===== config.mk =====
export PLATFORM = sky130hd
export DESIGN_NAME = partition_placement_allocator_top
export DESIGN_NICKNAME = d
export VERILOG_FILES = /design/src/hdl/ppa_pkg.sv /design/src/hdl/ppa_size_ram.sv /design/src/hdl/ppa_fit_unit.sv /design/src/hdl/partition_placement_allocator_top.sv
export SDC_FILE = /design/constraint.sdc
export NUM_CORES = 1
export LEC_CHECK = 0
export BUFFER_PORTS_ARGS = -buffer_cell sky130_fd_sc_hd__buf_2
export CAP_MARGIN = 10
export CORE_ASPECT_RATIO = 1.5
export CORE_MARGIN = 10
export CORE_UTILIZATION = 60
export CTS_CLUSTER_DIAMETER = 60
export CTS_CLUSTER_SIZE = 10
export DETAILED_ROUTE_END_ITERATION = 6
export HOLD_SLACK_MARGIN = 0.06
export PLACE_DENSITY = 0.81
export SLEW_MARGIN = 20
export SYNTH_ARGS = -nofsm -noshare
export SYNTH_HDL_FRONTEND = slang
export SYNTH_SLANG_ARGS = --single-unit

===== constraint.sdc =====
create_clock -name clk -period 5.4 [get_ports clk]
set_clock_uncertainty 0.05 [all_clocks]
set_input_delay 0.54 -clock clk [delete_from_list [all_inputs] [get_ports clk]]
set_output_delay 0.54 -clock clk [all_outputs]
set_load 0.005 [all_outputs]

===== src/hdl/ppa_pkg.sv =====
// Shared types and constants for the partition placement allocator.
// Holds result status codes, placement policy codes and the fixed field widths.
// No dependencies; every other file of the block but ppa_size_ram imports this package.
`timescale 1ns / 1ps
`default_nettype none

package ppa_pkg;

	// Fixed widths of the transaction fields.
	localparam int REQ_SIZE_W = 16;
	localparam int STATUS_W   = 2;
	localparam int PN_W       = 5;
	localparam int RNUM_W     = 16;
	localparam int WASTE_W    = 16;
	localparam int SUM_W      = 20;
	localparam int POLICY_W   = 3;

	// Configuration port widths.
	localparam int APB_ADDR_W = 2;
	localparam int APB_DATA_W = 32;
	localparam logic [APB_ADDR_W-1:0] ADDR_POLICY = 2'd0;

	// Request kinds.
	localparam logic REQ_APPEND = 1'b0;
	localparam logic REQ_ALLOC  = 1'b1;

	// Result status codes.
	localparam logic [STATUS_W-1:0] ST_APPENDED = 2'd0;
	localparam logic [STATUS_W-1:0] ST_PLACED   = 2'd1;
	localparam logic [STATUS_W-1:0] ST_NOFIT    = 2'd2;
	localparam logic [STATUS_W-1:0] ST_FULL     = 2'd3;

	// Placement policy codes; unused codes behave as first fit.
	localparam logic [POLICY_W-1:0] POL_FIRST = 3'd0;
	localparam logic [POLICY_W-1:0] POL_NEXT  = 3'd1;
	localparam logic [POLICY_W-1:0] POL_BEST  = 3'd2;
	localparam logic [POLICY_W-1:0] POL_WORST = 3'd3;
	localparam logic [POLICY_W-1:0] POL_SPLIT = 3'd4;

	// Verdict of the shared fit unit for one scanned partition.
	typedef struct packed {
		logic fit;
		logic take;
	} fit_ctl_t;

endpackage

`default_nettype wire


===== src/hdl/ppa_size_ram.sv =====
// Partition size memory: one write port and one read port with registered data.
// Free partitions keep their full size here, which is also the space they have left.
// Depends on nothing outside this file.
`timescale 1ns / 1ps
`default_nettype none

module ppa_size_ram #(
	parameter int DEPTH  = 16,
	parameter int DATA_W = 16,
	parameter int ADDR_W = 4
) (
	input  wire logic              clk,
	input  wire logic              we,
	input  wire logic [ADDR_W-1:0] waddr,
	input  wire logic [DATA_W-1:0] wdata,
	input  wire logic              re,
	input  wire logic [ADDR_W-1:0] raddr,
	output logic      [DATA_W-1:0] rdata
);

	logic [DATA_W-1:0] mem_q [DEPTH];
	logic [DATA_W-1:0] rdata_q;

	// Synchronous write and registered read.
	always_ff @(posedge clk) begin
		if (we) begin
			mem_q[waddr] <= wdata;
		end
		if (re) begin
			rdata_q <= mem_q[raddr];
		end
	end

	assign rdata = rdata_q;

endmodule

`default_nettype wire


===== src/hdl/ppa_fit_unit.sv =====
// Shared fit unit: one subtract and one compare, reused for every scanned partition.
// Decides whether a partition fits and whether it beats the current choice.
// Depends on ppa_pkg.
`timescale 1ns / 1ps
`default_nettype none

module ppa_fit_unit #(
	parameter int SIZE_W = 16
) (
	input  wire logic [ppa_pkg::POLICY_W-1:0] policy,
	input  wire logic [SIZE_W-1:0]            part_size,
	input  wire logic                         part_busy,
	input  wire logic [SIZE_W-1:0]            req_size,
	input  wire logic                         found,
	input  wire logic [SIZE_W-1:0]            best_waste,
	output ppa_pkg::fit_ctl_t                 ctl,
	output logic      [SIZE_W-1:0]            waste
);

	import ppa_pkg::*;

	logic [SIZE_W:0] diff;
	logic            better;
	logic            fit_ok;

	// The borrow of the subtraction tells whether the request fits.
	assign diff  = {1'b0, part_size} - {1'b0, req_size};
	assign waste = diff[SIZE_W-1:0];

	// Best fit keeps the smallest waste and worst fit the largest; ties go to the later entry.
	always_comb begin
		case (policy)
			POL_BEST: begin
				better = (waste <= best_waste);
			end
			POL_WORST, POL_SPLIT: begin
				better = (waste >= best_waste);
			end
			default: begin
				better = 1'b0;
			end
		endcase
	end

	assign fit_ok = !part_busy && !diff[SIZE_W];
	assign ctl    = '{fit: fit_ok, take: fit_ok && (!found || better)};

endmodule

`default_nettype wire


===== src/hdl/partition_placement_allocator_top.sv =====
// Top level of the partition placement allocator: sequencer, state and APB register.
// Depends on ppa_pkg, ppa_size_ram and ppa_fit_unit.
`timescale 1ns / 1ps
`default_nettype none

// The allocator keeps a table of up to MAX_PARTITIONS fixed partitions. An append
// transaction adds a free partition and passes from acceptance through the commit
// and report states to a valid result. An allocate transaction scans the partitions
// one per cycle through the size memory's single read port and one shared fit
// comparator, from the next-fit pointer or from zero up to the current count, then
// commits and reports. One transaction is processed at a time; in_ready is low while
// it is in progress. A finished result is held in the output register, and a new
// transaction may be accepted while it waits to be taken. The placement policy is set
// through the APB register at address 0 and should only be changed while idle.

module partition_placement_allocator_top #(
	parameter int MAX_PARTITIONS = 16,
	parameter int SIZE_BITS      = 16
) (
	input  wire logic                           clk,
	input  wire logic                           arst_n,
	// Input channel
	input  wire logic                           in_valid,
	output logic                                in_ready,
	input  wire logic                           req_type,
	input  wire logic [ppa_pkg::REQ_SIZE_W-1:0] request_size,
	// Output channel
	output logic                                out_valid,
	input  wire logic                           out_ready,
	output logic      [ppa_pkg::STATUS_W-1:0]   status,
	output logic      [ppa_pkg::PN_W-1:0]       partition_number,
	output logic      [ppa_pkg::RNUM_W-1:0]     request_number,
	output logic      [ppa_pkg::WASTE_W-1:0]    waste,
	output logic      [ppa_pkg::SUM_W-1:0]      total_waste,
	// Configuration port
	input  wire logic                           psel,
	input  wire logic                           penable,
	input  wire logic                           pwrite,
	input  wire logic [ppa_pkg::APB_ADDR_W-1:0] paddr,
	input  wire logic [ppa_pkg::APB_DATA_W-1:0] pwdata,
	output logic      [ppa_pkg::APB_DATA_W-1:0] prdata,
	output logic                                pready
);

	import ppa_pkg::*;

	localparam int SW = (SIZE_BITS < REQ_SIZE_W) ? SIZE_BITS : REQ_SIZE_W;
	localparam int IW = (MAX_PARTITIONS > 1) ? $clog2(MAX_PARTITIONS) : 1;
	localparam int CW = $clog2(MAX_PARTITIONS + 1);

	typedef enum logic [1:0] {
		S_IDLE,
		S_SCAN,
		S_COMMIT,
		S_REPORT
	} state_t;

	state_t                 state_q;
	logic [POLICY_W-1:0]    policy_q;
	logic                   req_type_q;
	logic [SW-1:0]          req_q;
	logic [CW-1:0]          count_q;
	logic [CW-1:0]          next_q;
	logic [RNUM_W-1:0]      reqnum_q;
	logic [SUM_W-1:0]       sum_q;
	logic [MAX_PARTITIONS-1:0] busy_q;
	logic [CW-1:0]          issue_q;
	logic [IW-1:0]          cmp_idx_s1;
	logic                   rd_vld_s1;
	logic                   found_q;
	logic [IW-1:0]          pick_q;
	logic [SW-1:0]          bestw_q;
	logic [STATUS_W-1:0]    res_status_q;
	logic [PN_W-1:0]        res_pn_q;
	logic [RNUM_W-1:0]      res_rnum_q;
	logic [WASTE_W-1:0]     res_waste_q;
	logic                   out_valid_q;
	logic [STATUS_W-1:0]    status_q;
	logic [PN_W-1:0]        pn_q;
	logic [RNUM_W-1:0]      rnum_q;
	logic [WASTE_W-1:0]     waste_q;
	logic [SUM_W-1:0]       total_q;

	logic                   in_acc;
	logic                   out_acc;
	logic                   cfg_wr;
	logic                   issue_lt;
	logic                   full;
	logic                   split;
	logic [SW-1:0]          left_eff;
	logic [SUM_W:0]         sum_ext;
	logic [SUM_W-1:0]       sum_sat;
	logic                   ram_we;
	logic [SW-1:0]          ram_wdata;
	logic [SW-1:0]          ram_rdata;
	fit_ctl_t               fit_ctl;
	logic [SW-1:0]          fit_waste;

	// Handshakes.
	assign in_ready = (state_q == S_IDLE);
	assign in_acc   = in_valid && in_ready;
	assign out_acc  = out_valid_q && out_ready;
	assign cfg_wr   = psel && penable && pwrite && pready;

	// Scan and commit helpers.
	assign issue_lt = (state_q == S_SCAN) && (issue_q < count_q);
	assign full     = (count_q >= CW'(MAX_PARTITIONS));
	assign split    = (policy_q == POL_SPLIT) && (bestw_q != '0) && !full;
	assign left_eff = split ? '0 : bestw_q;
	assign sum_ext  = {1'b0, sum_q} + (SUM_W + 1)'(left_eff);
	assign sum_sat  = sum_ext[SUM_W] ? '1 : sum_ext[SUM_W-1:0];

	// The memory is written by an append and by the leftover of a split placement.
	assign ram_we = (state_q == S_COMMIT) &&
		((req_type_q == REQ_APPEND) ? !full : (found_q && split));
	assign ram_wdata = (req_type_q == REQ_APPEND) ? req_q : bestw_q;

	ppa_size_ram #(
		.DEPTH (MAX_PARTITIONS),
		.DATA_W(SW),
		.ADDR_W(IW)
	) u_size_ram (
		.clk  (clk),
		.we   (ram_we),
		.waddr(count_q[IW-1:0]),
		.wdata(ram_wdata),
		.re   (issue_lt),
		.raddr(issue_q[IW-1:0]),
		.rdata(ram_rdata)
	);

	ppa_fit_unit #(
		.SIZE_W(SW)
	) u_fit_unit (
		.policy    (policy_q),
		.part_size (ram_rdata),
		.part_busy (busy_q[cmp_idx_s1]),
		.req_size  (req_q),
		.found     (found_q),
		.best_waste(bestw_q),
		.ctl       (fit_ctl),
		.waste     (fit_waste)
	);

	// Sequencer, allocator state and result registers.
	always_ff @(posedge clk or negedge arst_n) begin
		if (!arst_n) begin
			state_q      <= S_IDLE;
			policy_q     <= POL_FIRST;
			req_type_q   <= REQ_APPEND;
			req_q        <= '0;
			count_q      <= '0;
			next_q       <= '0;
			reqnum_q     <= '0;
			sum_q        <= '0;
			busy_q       <= '0;
			issue_q      <= '0;
			cmp_idx_s1   <= '0;
			rd_vld_s1    <= 1'b0;
			found_q      <= 1'b0;
			pick_q       <= '0;
			bestw_q      <= '0;
			res_status_q <= ST_APPENDED;
			res_pn_q     <= '0;
			res_rnum_q   <= '0;
			res_waste_q  <= '0;
			out_valid_q  <= 1'b0;
			status_q     <= ST_APPENDED;
			pn_q         <= '0;
			rnum_q       <= '0;
			waste_q      <= '0;
			total_q      <= '0;
		end else begin
			if (cfg_wr && (paddr == ADDR_POLICY)) begin
				policy_q <= pwdata[POLICY_W-1:0];
			end
			// In the report state the hand-over below sets the valid flag itself.
			if (out_acc && (state_q != S_REPORT)) begin
				out_valid_q <= 1'b0;
			end

			case (state_q)
				S_IDLE: begin
					if (in_acc) begin
						req_type_q <= req_type;
						req_q      <= request_size[SW-1:0];
						found_q    <= 1'b0;
						bestw_q    <= '0;
						pick_q     <= '0;
						rd_vld_s1  <= 1'b0;
						issue_q    <= (policy_q == POL_NEXT) ? next_q : '0;
						if (req_type == REQ_ALLOC) begin
							reqnum_q <= reqnum_q + RNUM_W'(1);
							state_q  <= S_SCAN;
						end else begin
							state_q  <= S_COMMIT;
						end
					end
				end

				S_SCAN: begin
					// Issue one read a cycle; judge the data read in the previous cycle.
					rd_vld_s1  <= issue_lt;
					cmp_idx_s1 <= issue_q[IW-1:0];
					if (issue_lt) begin
						issue_q <= issue_q + CW'(1);
					end
					if (rd_vld_s1 && fit_ctl.take) begin
						found_q <= 1'b1;
						pick_q  <= cmp_idx_s1;
						bestw_q <= fit_waste;
					end
					if (!issue_lt && !rd_vld_s1) begin
						state_q <= S_COMMIT;
					end
				end

				S_COMMIT: begin
					res_rnum_q  <= (req_type_q == REQ_ALLOC) ? reqnum_q : '0;
					res_waste_q <= '0;
					res_pn_q    <= '0;
					if (req_type_q == REQ_APPEND) begin
						if (full) begin
							res_status_q <= ST_FULL;
						end else begin
							res_status_q <= ST_APPENDED;
							res_pn_q     <= PN_W'(count_q + CW'(1));
							count_q      <= count_q + CW'(1);
							busy_q[count_q[IW-1:0]] <= 1'b0;
							next_q       <= '0;
						end
					end else if (!found_q) begin
						res_status_q <= ST_NOFIT;
					end else begin
						res_status_q   <= ST_PLACED;
						res_pn_q       <= PN_W'((IW + 1)'(pick_q) + (IW + 1)'(1));
						res_waste_q    <= WASTE_W'(left_eff);
						busy_q[pick_q] <= 1'b1;
						sum_q          <= sum_sat;
						if (policy_q == POL_NEXT) begin
							next_q <= CW'(pick_q) + CW'(1);
						end
						if (split) begin
							count_q <= count_q + CW'(1);
						end
					end
					state_q <= S_REPORT;
				end

				S_REPORT: begin
					// Hand the result over once the output register is free.
					if (!out_valid_q || out_ready) begin
						out_valid_q <= 1'b1;
						status_q    <= res_status_q;
						pn_q        <= res_pn_q;
						rnum_q      <= res_rnum_q;
						waste_q     <= res_waste_q;
						total_q     <= sum_q;
						state_q     <= S_IDLE;
					end
				end

				default: begin
					state_q <= S_IDLE;
				end
			endcase
		end
	end

	// Output channel and register read-back.
	assign out_valid        = out_valid_q;
	assign status           = status_q;
	assign partition_number = pn_q;
	assign request_number   = rnum_q;
	assign waste            = waste_q;
	assign total_waste      = total_q;
	assign pready           = 1'b1;
	assign prdata           = (paddr == ADDR_POLICY) ? APB_DATA_W'(policy_q) : '0;

endmodule

`default_nettype wire


==> results of run 1 <==
sequential cells by signal, summed over array words and instances (netlist names), 4 cells and up:
name,cells
partition_number,5
total_waste,20
res_pn_q,5
pick_q,4
cmp_idx_s1,4
res_waste_q,16
next_q,5
req_q,16
sum_q,20
request_number,16
bestw_q,16
u_size_ram.mem_q,256
issue_q,5
reqnum_q,16
u_size_ram.rdata,16
res_rnum_q,16
count_q,5
busy_q,16
waste,16
Yosys cell counts (4+ instances only):
cell / count
xor2_1: 23
mux4_2: 85
o21a_1: 5
a22o_1: 4
nor2b_1: 9
clkbuf_1: 54
nor3_1: 23
nor2_1: 69
a21oi_1: 63
a21o_1: 18
ha_1: 66
buf_1: 9
xnor2_1: 23
mux2i_1: 7
edfxtp_1: 272
nor4_1: 5
nand2_1: 140
o21ai_0: 117
nand3_1: 40
inv_1: 91
o31ai_1: 4
buf_4: 31
a31oi_1: 20
nand2b_1: 13
buf_2: 6
a221o_1: 19
dfrtp_1: 214
nand4_1: 11
and3_1: 10
and2_1: 9
mux2_2: 55
worst max-delay path by stage:
| stage | depth (start not counted) | slack, ns | startpoint | end |
|---|---|---|---|---|
| after floorplan | 20 | 1.08 | req_q[0]$_DFFE_PN0P_ | bestw_q[11]$_DFFE_PN0P_ |
| after global placement | 19 | 0.64 | req_q[0]$_DFFE_PN0P_ | bestw_q[3]$_DFFE_PN0P_ |
| after detailed placement | 19 | 0.54 | req_q[0]$_DFFE_PN0P_ | bestw_q[1]$_DFFE_PN0P_ |
| after CTS | 19 | 0.47 | req_q[0]$_DFFE_PN0P_ | bestw_q[1]$_DFFE_PN0P_ |
| after global routing | 19 | 0.17 | req_q[0]$_DFFE_PN0P_ | bestw_q[1]$_DFFE_PN0P_ |
| final | 19 | 0.33 | req_q[0]$_DFFE_PN0P_ | bestw_q[1]$_DFFE_PN0P_ |
worst reg2reg max path: stages (launching register included):
cell and delay, ns:
dfrtp_1 0.39, ha_1 0.23, fa_1 0.41, nor2b_1 0.16
o31a_1 0.20, a41oi_1 0.26, a21oi_1 0.29, nand3_1 0.10
and2_1 0.17, xnor2_1 0.23, ha_1 0.31, a21oi_1 0.14
nand2_1 0.06, a221o_1 0.34, a211o_1 0.28, o311ai_0 0.33
o21ba_1 0.20, buf_4 0.39, nor3_1 0.12, a221o_1 0.29
report_power, final:
part | leakage [µW] | switching (µW) | internal [µW]
clock | 0.000740 | 1410 | 1900
sequential | 0.00531 | 569 | 5010
combinational | 0.00365 | 3120 | 2190
total | 0.00970 | 5100 | 9100
cell type report:
class,count,area share [%]
clock inverters,4,0.3824
clock buffers,84,6.047
inverters,91,1.411
well taps,478,2.470
multi-input cells,922,30.24
flip-flops and latches,486,55.89
repair buffers,142,3.556
diodes,1,0.01034
per-layer routing:
metal | GRT usage (%) | vias up | wire, µm
li1 | - | 5998 | -
met1 | 25.92 | 6854 | 18200
met2 | 40.78 | 642 | 26870
met3 | 3.782 | 191 | 3347
met4 | 12.80 | 0 | 2972
met5 | 0 | - | 0
per-stage QoR:
step,setup slack [ns],instances
floorplan,1.079,1600
global placement,0.6390,2118
detailed placement,0.5374,2118
CTS,0.4704,2207
global route,0.1656,2207
finish,0.3334,2208
cell families after synthesis:
group                    after synthesis
AO/OA/AOI/OAI                        290
XOR/XNOR                              46
flip-flops                           486
buffers and inverters                192
other                                  2
AND/OR/NAND/NOR                      341
adder cells (fa/ha/maj)               68
multiplexers                         147
==> results.sh, run 1 <==
export IMPL_status="complete, no violations"
export IMPL_critical_path_buf_inv_count=1
export IMPL_synth_simple_area_share_pct=7.159
export IMPL_die_w_um=174.9
export IMPL_synth_edf_count=272
export IMPL_rr_worst_depth=19
export IMPL_worstSkewPairLatency_ns=0.60
export IMPL_synthFlopType="edfxtp_1"
export IMPL_synthTopCellsByArea="edfxtp_1 38%, dfrtp_1 25%, mux4_2 8.9%, ha_1 3.8%, mux2_2 2.9%"
export IMPL_fill_cells=2463
export IMPL_placed_cell_area_mm2=0.02264
export IMPL_multi_input_area_mm2=0.007321
export IMPL_top_level_ports=152
export IMPL_timing_rr_end="bestw_q[1]$_DFFE_PN0P_"
export IMPL_fin_tns_setup_ns=0
export IMPL_synth_compound_area_share_pct=8.272
export IMPL_via_per_inst=6.198
export IMPL_firstDrtPassIters=5
export IMPL_peakVddDrop_v=0.0003658
export IMPL_postSynthCellCount=1572
export IMPL_place_gp_congestion=0.9151
export IMPL_overflow=0
export IMPL_yosys_cell_types_count=63
export IMPL_final_setup_viol_count=0
export IMPL_startpoint_type="register"
export IMPL_whs_ns=0.1244
export IMPL_finalMaxSlewViolations=0
export IMPL_start_util_pct=60.41
export IMPL_cp_end_kind="register"
export IMPL_cts_sinks=486
export IMPL_r2r_setup_slack_ns=0.33
export IMPL_antenna_found_initial=0
export IMPL_synthMuxAreaShare_pct=12.06
export IMPL_ctsRootBufferMaster="clkbuf_16"
export IMPL_r2r_start="req_q[0]$_DFFE_PN0P_"
export IMPL_cts_max_level=2
export IMPL_portBuffers=92
export IMPL_critPathMaxStageDelay_ns=0.41
export IMPL_hold_end="req_q[12]$_DFFE_PN0P_"
export IMPL_regArea_mm2=0.01353
export IMPL_synth_xor_area_share_pct=1.866
export IMPL_p_per_area_mw_per_mm2=586.3
export IMPL_min_delay_start="request_size[12]"
export IMPL_cts_resized=0
export IMPL_min_delay_path_depth=2
export IMPL_power_uw=14200
export IMPL_crit_type="reg -> reg"
export IMPL_num_nets_final=1823
export IMPL_drive_gt1_share_pct=20.30
export IMPL_final_util_pct=67.75
export IMPL_routed_via_count=13685
export IMPL_synth_adder_area_share_pct=4.011
export IMPL_finalHoldViolCount=0
export IMPL_drv_cap=0
export IMPL_ys_seq_area_share_pct=62.65
export IMPL_grt_pass1_vias=14003
export IMPL_core_mm2=0.03573
export IMPL_routed_wl_um=51390
export IMPL_cts_inserted_buffers=54
export IMPL_grt_pass1_wl_um=79070
export IMPL_crit_arrival_ns=5.48
export IMPL_synth_top_area_cell="edfxtp_1"
export IMPL_crit_family="compound AO/OA/AOI/OAI gates"
export IMPL_fin_area_mm2=0.02421
export IMPL_slew_headroom_pct=31.96
export IMPL_crit_chain="ha_1 > fa_1 > nor2b_1 > o31a_1 > a41oi_1 > a21oi_1 > nand3_1 > and2_1 > xnor2_1 > ha_1 > a21oi_1 > nand2_1 > a221o_1 > a211o_1 > o311ai_0 > o21ba_1 > buf_4 > nor3_1 > a221o_1"
export IMPL_worstPathMaxFanout=41
export IMPL_synthToLayoutAreaGrowth_pct=12.16
export IMPL_dieArea_mm2=0.04412
export IMPL_hpwl_um=33340
export IMPL_hp_class="in -> reg"
export IMPL_wl_per_cell_um=23.28
export IMPL_ant_nets=0
export IMPL_rsz0062_at_grt="no"
export IMPL_final_cell_mix="272 x edfxtp_1, 210 x dfrtp_1, 139 x nand2_1"
export IMPL_leakage_uw=0.009700
export IMPL_track_usage_pct=23.01
export IMPL_grt_max_degree=109
export IMPL_clk_path_buf_depth=3
export IMPL_synth_top_family_by_area="multiplexers"
export IMPL_num_rows=85
export IMPL_postCtsHoldBufs=1
export IMPL_max_freq_mhz=197.4
export IMPL_synth_area_mm2=0.02159
export IMPL_cts_setup_buffers=0
export IMPL_finalCritPeriodShare_pct=93.83
export IMPL_yosysTopAreaCellShare_pct=37.84
export IMPL_synthArstFlopShare_pct=44.03
export IMPL_critPathRequiredTime_ns=5.82
export IMPL_drc=0
export IMPL_die_h_um=252.3
export IMPL_critical_path_slowest_cell="fa_1"
export IMPL_ys_seq_elements=486
export IMPL_clkSlewWorstSetupHoldPaths_ns=0.06
export IMPL_drt_iter0_markers=1280
export IMPL_period_needed_ns=5.067
export IMPL_synth_avg_cell_area_um2=13.73
export IMPL_tightest_slew_ns=1.021
export IMPL_ys_warn_count=0
export IMPL_cts_tree="built"
export IMPL_layout_commonest_cell="edfxtp_1"
Power figures use the tool's default switching activity.
==> inputs of run 2 (changes only) <==
--- a/config.mk
+++ b/config.mk
@@ -15,7 +15,9 @@
 export DETAILED_ROUTE_END_ITERATION = 6
 export HOLD_SLACK_MARGIN = 0.06
 export PLACE_DENSITY = 0.81
+export RECOVER_POWER = 25
 export SLEW_MARGIN = 20
 export SYNTH_ARGS = -nofsm -noshare
 export SYNTH_HDL_FRONTEND = slang
 export SYNTH_SLANG_ARGS = --single-unit
+export TNS_END_PERCENT = 100
==> run 2 against run 1 <==
  * The flow now finishes with violations (capacitance limit, slew limit)
  * Wire length is 0.23% higher
  * Via count is 0.18% lower
  * Sequential power hardly changed
  * Critical path depth stayed put
  * Global-route usage stayed put
  * Critical endpoint unchanged
  * Largest cell class unchanged
==> results.sh, run 2 (synthesized netlist as in run 1, its figures left out) <==
export IMPL_status="finished, violations left"
export IMPL_violations="capacitance limit, slew limit"
export IMPL_core_mm2=0.03573
export IMPL_crit_type="reg -> reg"
export IMPL_die_w_um=174.9
export IMPL_startpoint_type="register"
export IMPL_clk_path_buf_depth=3
export IMPL_num_rows=85
export IMPL_start_util_pct=60.41
export IMPL_peakVddDrop_v=0.0003662
export IMPL_cts_max_level=2
export IMPL_ant_nets=0
export IMPL_antenna_found_initial=0
export IMPL_grt_pass1_wl_um=79070
export IMPL_fill_cells=2499
export IMPL_final_cell_mix="272 x edfxtp_1, 210 x dfrtp_1, 140 x nand2_1"
export IMPL_clkPwrFrac_pct=23.3
export IMPL_worstPathMaxFanout=41
export IMPL_intPower_uw=9054
export IMPL_drt_iter0_markers=1291
export IMPL_power_uw=14160
export IMPL_cts_setup_buffers=0
export IMPL_p_switching_uw=5109
export IMPL_track_usage_pct=23.01
export IMPL_place_gp_congestion=0.9151
export IMPL_min_delay_path_depth=2
export IMPL_p_sw_share_pct=36.07
export IMPL_met1_usage_pct=25.92
export IMPL_fin_ws_ns=0.3545
export IMPL_final_util_pct=67.43
export IMPL_drv_cap=2
export IMPL_overflow=0
export IMPL_firstDrtPassIters=5
export IMPL_r2r_setup_slack_ns=0.35
export IMPL_leakage_uw=0.009444
export IMPL_crit_arrival_ns=5.46
export IMPL_grt_max_degree=109
export IMPL_cp_end_kind="register"
export IMPL_top_level_ports=152
export IMPL_worstSkewPairLatency_ns=0.60
export IMPL_dieArea_mm2=0.04412
export IMPL_placed_cell_area_mm2=0.02264
export IMPL_rsz0062_at_grt="no"
export IMPL_wl_per_cell_um=23.34
export IMPL_finalCritPeriodShare_pct=93.44
export IMPL_cts_resized=0
export IMPL_comb_power_share_pct=37.3
export IMPL_globalRouteMet2Util_pct=40.78
export IMPL_drc=0
export IMPL_via_per_inst=6.190
export IMPL_cts_inserted_buffers=54
export IMPL_critPathLaunch="req_q[0]$_DFFE_PN0P_"
export IMPL_n_antenna_cell=0
export IMPL_timing_rr_end="bestw_q[1]$_DFFE_PN0P_"
export IMPL_hpwl_um=33340
export IMPL_ctsRootBufferMaster="clkbuf_16"
export IMPL_r2r_start="req_q[0]$_DFFE_PN0P_"
export IMPL_clkSlewWorstSetupHoldPaths_ns=0.06
export IMPL_grt_busiest_layer="met2"
export IMPL_use_met3_pct=3.782
export IMPL_max_freq_mhz=198.2
export IMPL_fin_area_mm2=0.02410
export IMPL_finalMaxSlewViolations=169
export IMPL_slew_headroom_pct=-96.88
export IMPL_drive_gt1_share_pct=16.60
export IMPL_crit_end="bestw_q[1]$_DFFE_PN0P_"
export IMPL_final_setup_viol_count=0
export IMPL_die_h_um=252.3
export IMPL_finalHoldViolCount=0
export IMPL_num_nets_final=1823
export IMPL_cts_tree="built"
export IMPL_portBuffers=92
export IMPL_grt_pass1_vias=14003
export IMPL_cts_sinks=486
export IMPL_largest_register_ffs=256
export IMPL_critPathRequiredTime_ns=5.81
export IMPL_pwr_share_seq_pct=39.4
export IMPL_layout_commonest_cell="edfxtp_1"
export IMPL_period_needed_ns=5.045
export IMPL_top_register="u_size_ram.mem_q"
export IMPL_synthToLayoutAreaGrowth_pct=11.63
export IMPL_tightest_slew_ns=2.953
export IMPL_fin_tns_setup_ns=0
export IMPL_rr_worst_depth=19
export IMPL_p_per_area_mw_per_mm2=587.8
export IMPL_dp_slack_ns=0.5374
export IMPL_routed_wl_um=51510
export IMPL_routed_via_count=13661
export IMPL_hp_class="in -> reg"
==> run 2: metrics by stage <==
stage | instances | hold WS, ns
after floorplan | 1600 | 0.1944
after global placement | 2118 | 0.4070
after detailed placement | 2118 | 0.4149
after CTS | 2207 | 0.1086
after global routing | 2207 | 0.1181
final | 2207 | 0.1276
==> run 2: worst min-delay path by stage <==
stage,from,endpoint,slack (ns)
final,request_size[12],req_q[12]$_DFFE_PN0P_,0.13
after global routing,request_size[6],req_q[6]$_DFFE_PN0P_,0.12
after CTS,request_size[7],req_q[7]$_DFFE_PN0P_,0.11
after detailed placement,request_number[10]$_DFFE_PN0P_,request_number[10]$_DFFE_PN0P_,0.41
after global placement,busy_q[4]$_DFFE_PN0P_,busy_q[4]$_DFFE_PN0P_,0.41
after floorplan,arst_n,bestw_q[0]$_DFFE_PN0P_,0.19
==> run 2: cell type report <==
cell class                      instances  area [µm²]  share of cell area (%)
Clock buffer                           84        1464                   6.075
Clock inverter                          4       92.59                  0.3843
Timing Repair Buffer                  142       753.2                   3.126
Sequential cell                       486       13530                   56.15
Multi-Input combinational cell        922        7316                   30.36
Inverter                               91       341.6                   1.418
Tap cell                              478       598.1                   2.482
==> run 2: repair_timing <==
action / in CTS / in global routing
endpoints found under the setup margin: 0 / 0
hold endpoints to repair: 107 / 0
hold buffers: 1 / 0
==> run 2: power groups by stage <==
stage	clock network, µW	logic, µW	registers [µW]
global route	3480	5760	5650
global placement	0	4930	5580
detailed placement	0	5200	5620
finish	3300	5280	5580
floorplan	0	3820	5360
CTS	3350	5260	5560
==> run 2: worst max-delay path, stage by stage, from the launching register on <==
cell and delay [ns]:
dfrtp_1 0.39, ha_1 0.23, fa_1 0.41, nor2b_1 0.16, o31a_1 0.19, a41oi_1 0.25, a21oi_1 0.29, nand3_1 0.10
and2_1 0.17, xnor2_1 0.23, ha_1 0.31, a21oi_1 0.14, nand2_1 0.06, a221o_1 0.34, a211o_1 0.28, o311ai_0 0.32
o21ba_1 0.20, buf_4 0.38, nor3_1 0.11, a221o_1 0.29
==> run 2: metal layers <==
layer  vias up  share of wire [%]
met4         0                5.7
met1      6881                 36
met3       185                6.1
met5         -                  0
met2       601                 53
li1       5994                  -
